**src/design/tmpu_pkg.sv**
```systemverilog
// Package with shared types, constants and status codes of the tag matching engine.
package tmpu_pkg;

    localparam int DEF_POSTED_DEPTH = 16;
    localparam int DEF_UNEXP_DEPTH  = 16;
    localparam int DEF_HANDLE_BITS  = 8;

    localparam int BITS_W   = 64;
    localparam int LEN_W    = 32;
    localparam int HND_W    = 8;
    localparam int STATUS_W = 3;

    typedef enum logic [STATUS_W-1:0] {
        ST_QUEUED_POSTED = 3'd0,
        ST_MATCHED       = 3'd1,
        ST_QUEUED_UNEXP  = 3'd2,
        ST_BAD_MASK      = 3'd3,
        ST_NO_SPACE      = 3'd4
    } t_status;

    // Commands from the controller to the datapath.
    typedef struct packed {
        logic load;     // capture the incoming transaction
        logic update;   // apply the queue change and register the result
    } t_dp_cmd;

endpackage

```
**src/design/tmpu_ctrl.sv**
```systemverilog
// Controller: sequences capture, compare and update, and holds the result handshake.
module tmpu_ctrl (
    input  logic              i_clk,
    input  logic              i_rst_n,
    input  logic              i_in_valid,
    output logic              o_in_ready,
    output logic              o_out_valid,
    input  logic              i_out_ready,
    output tmpu_pkg::t_dp_cmd o_cmd
);
    import tmpu_pkg::*;

    typedef enum logic [2:0] {
        S_IDLE    = 3'b001,
        S_COMPARE = 3'b010,
        S_OUTPUT  = 3'b100
    } t_state;

    t_state r_state, n_state;

    // Input is taken when idle, or when the pending result leaves this cycle.
    always_comb begin
        o_in_ready   = (r_state == S_IDLE) || ((r_state == S_OUTPUT) && i_out_ready);
        o_out_valid  = (r_state == S_OUTPUT);
        o_cmd.load   = o_in_ready && i_in_valid;
        o_cmd.update = (r_state == S_COMPARE);
        n_state      = r_state;
        unique case (r_state)
            S_IDLE: begin
                if (i_in_valid) n_state = S_COMPARE;
            end
            S_COMPARE: begin
                n_state = S_OUTPUT;
            end
            S_OUTPUT: begin
                if (i_out_ready) n_state = i_in_valid ? S_COMPARE : S_IDLE;
            end
            default: n_state = S_IDLE;
        endcase
    end

    // State register.
    always_ff @(posedge i_clk) begin
        if (!i_rst_n) begin
            r_state <= S_IDLE;
        end else begin
            r_state <= n_state;
        end
    end

`ifndef ASSERT_OFF
    a_load_compare: assert property (@(posedge i_clk) disable iff (!i_rst_n)
        o_cmd.load |=> (r_state == S_COMPARE)) else $error("load not followed by compare");
    a_compare_out: assert property (@(posedge i_clk) disable iff (!i_rst_n)
        (r_state == S_COMPARE) |=> o_out_valid) else $error("result not presented");
    a_hold: assert property (@(posedge i_clk) disable iff (!i_rst_n)
        o_out_valid && !i_out_ready |=> o_out_valid) else $error("result dropped");
`endif
endmodule

```
**config.mk**
```make
export PLATFORM = sky130hd
export DESIGN_NAME = tmpu_ctrl
export DESIGN_NICKNAME = d
export VERILOG_FILES = /design/src/design/tmpu_pkg.sv /design/src/design/tmpu_ctrl.sv
export SDC_FILE = /design/constraint.sdc
export NUM_CORES = 1
export LEC_CHECK = 0
export BUFFER_PORTS_ARGS = -buffer_cell sky130_fd_sc_hd__buf_2
export CAP_MARGIN = 10
export CORE_AREA = 2 2 39 41
export DETAILED_ROUTE_END_ITERATION = 12
export DIE_AREA = 0 0 41 43
export PLACE_DENSITY = 0.3
export SYNTH_ARGS = -nofsm -noshare
export SYNTH_HDL_FRONTEND = slang
export SYNTH_SLANG_ARGS = --single-unit
```
**constraint.sdc**
```tcl
create_clock -name i_clk -period 1.9 [get_ports i_clk]
set_clock_uncertainty 0.1 [all_clocks]
set_input_delay 0 -clock i_clk [delete_from_list [all_inputs] [get_ports i_clk]]
set_output_delay 0 -clock i_clk [all_outputs]
set_load 0.05 [all_outputs]
```
; After elaboration in Yosys (flattened, before gate mapping)
; Cells that the tools add are included.
[word_totals]
regBits = 3
input_bits = 4
out_inout_bits = 4
wordCells = 14
[op_classes]
n_eq_ne = 5
mux = 4
n_reduce_logical = 4
[op_table]
columns = operator, n
row1 = case mux 3 bit (3 select lines), 1
row2 = 2-to-1 mux 3 bit, 2
row3 = equality test 3 x 1 -> 1 bit (second input constant), 1
row4 = equality test 3 x 2 -> 1 bit (second input constant), 1
row5 = equality test 3 bit (second input constant), 1
row6 = logical AND 1 bit, 2
row7 = 2-to-1 mux 2 bit, 1
row8 = inequality test 2 x 1 -> 1 bit (second input constant), 1
row9 = inequality test 2 bit (second input constant), 1
row10 = AND reduction 2 bit, 1
row11 = logical OR 1 bit, 1

; Logic depth before layout (Yosys ltp)
[logic_depth]
word_depth = 4
ltp_mapped = 3
ltp_nobuf = 3

; Least setup slack after synthesis
; OpenSTA, ideal clock, no wires.
[synth_path]
kind = reg2reg
start = reg r_state[0]
end = reg r_state[1]
setup_ns = 0.061
arrival_time_ns = 1.241
required_ns = 1.739
setup_slack_ns = 0.498
stages_incl_launch_ff = 4
path_buffers = 0
synth_period_minus_slack_ns = 1.402
cell_sequence = dfxtp_1 nand3b_1 a21oi_2 and2_1
[synth_between]
elab_chain_len = 3
word_cells_on_any_way = 7
classes_between = eq/ne: 5 / mux: 1 / reduce/logical: 1
[synth_lines]
columns = element, line_no
row1 = start: declaration, tmpu_ctrl.sv:19  ; t_state r_state, n_state;
row2 = start signal: assignment, tmpu_ctrl.sv:47  ; r_state <= n_state;
row3 = equality test 3 bit or equality test 3 x 1 -> 1 bit (tied branches), tmpu_ctrl.sv:28  ; unique case (r_state)
row4 = inequality test 2 x 1 -> 1 bit (no line) or inequality test 2 bit (tied branches), --
row5 = AND reduction 2 bit (no line), --
; Several ways; a longest one is shown, not always the timed one.
; A chain may end at the register's enable or synchronous reset.

==> metrics.md <==
| Metric | Value |
|---|---|
| Drt via density | `3.79` |
| Syn_nets | `23` |
| Critical Path RT | `1.80 ns` |
| Crit path to | `o_cmd[1]` |
| Floorplan core area | `1380 sq um` |
| Setup TNS | `0 ns` |
| Worst flop-to-flop path endpoint | `r_state[2]` |
| Fillers | `150` |
| H-tree depth | `1` |
| Die Span Y | `43 microns` |
| Post-DP HPWL | `289 microns` |
| First-pass GRT wire length | `634 microns` |
| Crit-path max FO | `7` |
| CTS tree | `yes` |
| I/O pin cnt | `8` |
| CTS resizes | `0` |
| Slew Viols, Final | `0` |
| Initial DRT Pass Iterations | `4` |
| Most frequent cells in the layout | `buf_2, nand2b_1, clkbuf_4, dfxtp_1` |
| Seq/Total Area, Yosys | `38.1%` |
| Worst Path Arrival | `1.23 ns` |
| Most flop-heavy register | `r_state` |
| Endpoints failing hold | `0` |
| Outcome | `complete, no violations` |
| Largest net degree at the start of global routing | `8` |
| Syn Std Cell Area | `158 sq um` |
| Clk network pwr share | `48.9%` |
| Commonest non-fill, non-tap cell in the layout | `buf_2` |
| Flop pwr share | `31.3%` |
| Crit Path Category | `register to output pin` |
| Period Utilization, post-route | `70.1%` |
| Multi-input gate area | `97.6 sq um` |
| Initial antenna violation count | `0` |
| Max reg flops | `3` |
| Total GRT Usage | `5.92%` |
| Vias | `178` |
| Period minus WS final | `1.33 ns` |
| Synth warn | `0` |
| Net Sw Frac | `29.1%` |
| Actual transition at the worst max-transition pin | `0.252 ns` |
| Root Buffer | `clkbuf_4` |
| Antenna cells | `0` |
| Grt ovf | `0` |
| Site Rows | `14` |
| # DRC | `0` |
| Maxcap violations | `0` |
| WHS | `0.0824 ns` |
| Post-DRT Antenna Nets | `0` |
| Register Area | `60.1 sq um` |
| R2r setup slk | `0.87 ns` |
| Skew-Pair Late Insertion Delay | `0.23 ns` |
| RSZ-0062 raised after global routing | `no` |
| Die X | `41 microns` |
| DR iter-0 viols | `7` |
| Cell Int Power | `0.160 mW` |
| Drt total wl | `366 microns` |
| Post-DP Area | `213 sq um` |
| Synth Register Bits | `3` |
| Max-Slew Margin vs Limit | `83.3%` |
| Hold Crit Class | `primary input to register` |
| Cells after Synth | `19` |
| Final setup viols | `0` |
| Clock-pin slew on the worst setup and hold paths | `0.04 ns` |
| Peak supply drop | `0.362 mV` |
| Peak Freq | `751 MHz` |
| Die area | `1760 sq um` |
| Clk buf depth | `2` |
| Mean Syn Cell Area | `8.30 sq um` |
| Layout cells sized above 1 | `38.7%` |
| Combinational power share | `19.8%` |
| Yosys cell types | `12` |
| CTS Buf Count | `3` |
| Starting Density | `11.4%` |
| Dpl ws | `0.807 ns` |
| Static Leak | `0.108 nW` |
| Pwr dens | `906 nW/um^2` |
| Switch Pwr | `0.0656 mW` |
| Vias in the first global route | `157` |
| Clock sink count | `3` |
| Final net count | `36` |
| Reg2reg start | `r_state[2]` |
| RD Place Congestion | `0.648` |
| IO Port Bufs | `7` |
| CP endpoint kind | `output pin` |
| Crit path launch type | `register` |
| Largest registers | `r_state (3)` |
| Area growth syn-to-layout | `57.9%` |
| R2R depth | `3` |
| Final setup margin | `0.568 ns` |
| Routed length per instance | `7.79 microns` |
| Worst Setup SP | `r_state[0]` |
| Post-layout instance area | `249 sq um` |
[area by class of cell]
class / count / area share (%)
Clock buffer: 4 / 10.6
Multi-Input combinational cell: 16 / 39.2
Sequential cell: 3 / 24.1
Tap cell: 16 / 8.04
Timing Repair Buffer: 8 / 18.1
[Yosys cell counts, drive strengths merged]
cell type | number | area [sq um]
nand2b | 4 | 25.0
dfxtp | 3 | 60.1
a21oi | 2 | 13.8
nor2 | 2 | 7.51
o21ai | 2 | 10.0
and2 | 1 | 6.26
and3b | 1 | 10.0
nand3b | 1 | 7.51
nor2b | 1 | 6.26
nor3 | 1 | 5.00
o22ai | 1 | 6.26
[per-stage QoR]
step | utilization [%] | cells | power [mW]
CTS | 18.0 | 47 | 0.232
global route | 18.0 | 47 | 0.248
global placement | 15.4 | 42 | 0.115
floorplan | - | 19 | 0.103
finish | 18.0 | 47 | 0.226
detailed placement | 15.4 | 42 | 0.115
[repair_timing]
| action | 4_1_cts | 5_1_grt |
|---|---|---|
| endpoints found under the hold margin | 3 | 0 |
| buffers inserted | 0 | 0 |
| endpoints found under the setup margin | 0 | 0 |
| hold buffers | 1 | 0 |
[power groups by stage]
| stage | Combinational (mW) | Clock (mW) | Sequential (mW) |
|---|---|---|---|
| floorplan | 0.0326 | 0 | 0.0706 |
| global placement | 0.0437 | 0 | 0.0716 |
| detailed placement | 0.0432 | 0 | 0.0715 |
| CTS | 0.0449 | 0.117 | 0.0706 |
| global route | 0.0486 | 0.128 | 0.0712 |
| finish | 0.0447 | 0.110 | 0.0706 |
[how the worst min path moves through the flow]
stage	start	to	slack (ns)	depth (start not counted)
2_1_floorplan	i_rst_n	r_state[0]	-0.02	1
6_report	i_in_valid	r_state[0]	0.08	4
4_1_cts	i_in_valid	r_state[0]	0.07	4
3_3_place_gp	i_rst_n	r_state[0]	0.13	2
3_5_place_dp	i_rst_n	r_state[0]	0.11	2
5_1_grt	i_in_valid	r_state[1]	0.11	4
[cell families (layout without fill, tap and decap cells)]
family                 Yosys count  count (layout)  share of synthesized area [%]
flip-flops                       3               3                           38.1
AND/OR/NAND/NOR                 11              11                           42.9
buffers and inverters            0              12                              0
AO/OA/AOI/OAI                    5               5                           19.0
[layer usage]
layer  up-vias  global-route usage [%]  part of all wire [%]
li1         91                       -                     -
met1        75                    7.40                    52
met2        12                    5.63                    31
met3         0                    6.28                    17
met4         0                    4.00                     0
met5         -                       0                     0
[worst max-delay path, stage by stage, from the launching register on]
cell and delay (ns):
dfxtp_1 0.35, nand3b_1 0.21, a21oi_2 0.16, buf_2 0.28
(Power assumes the default switching activity.)
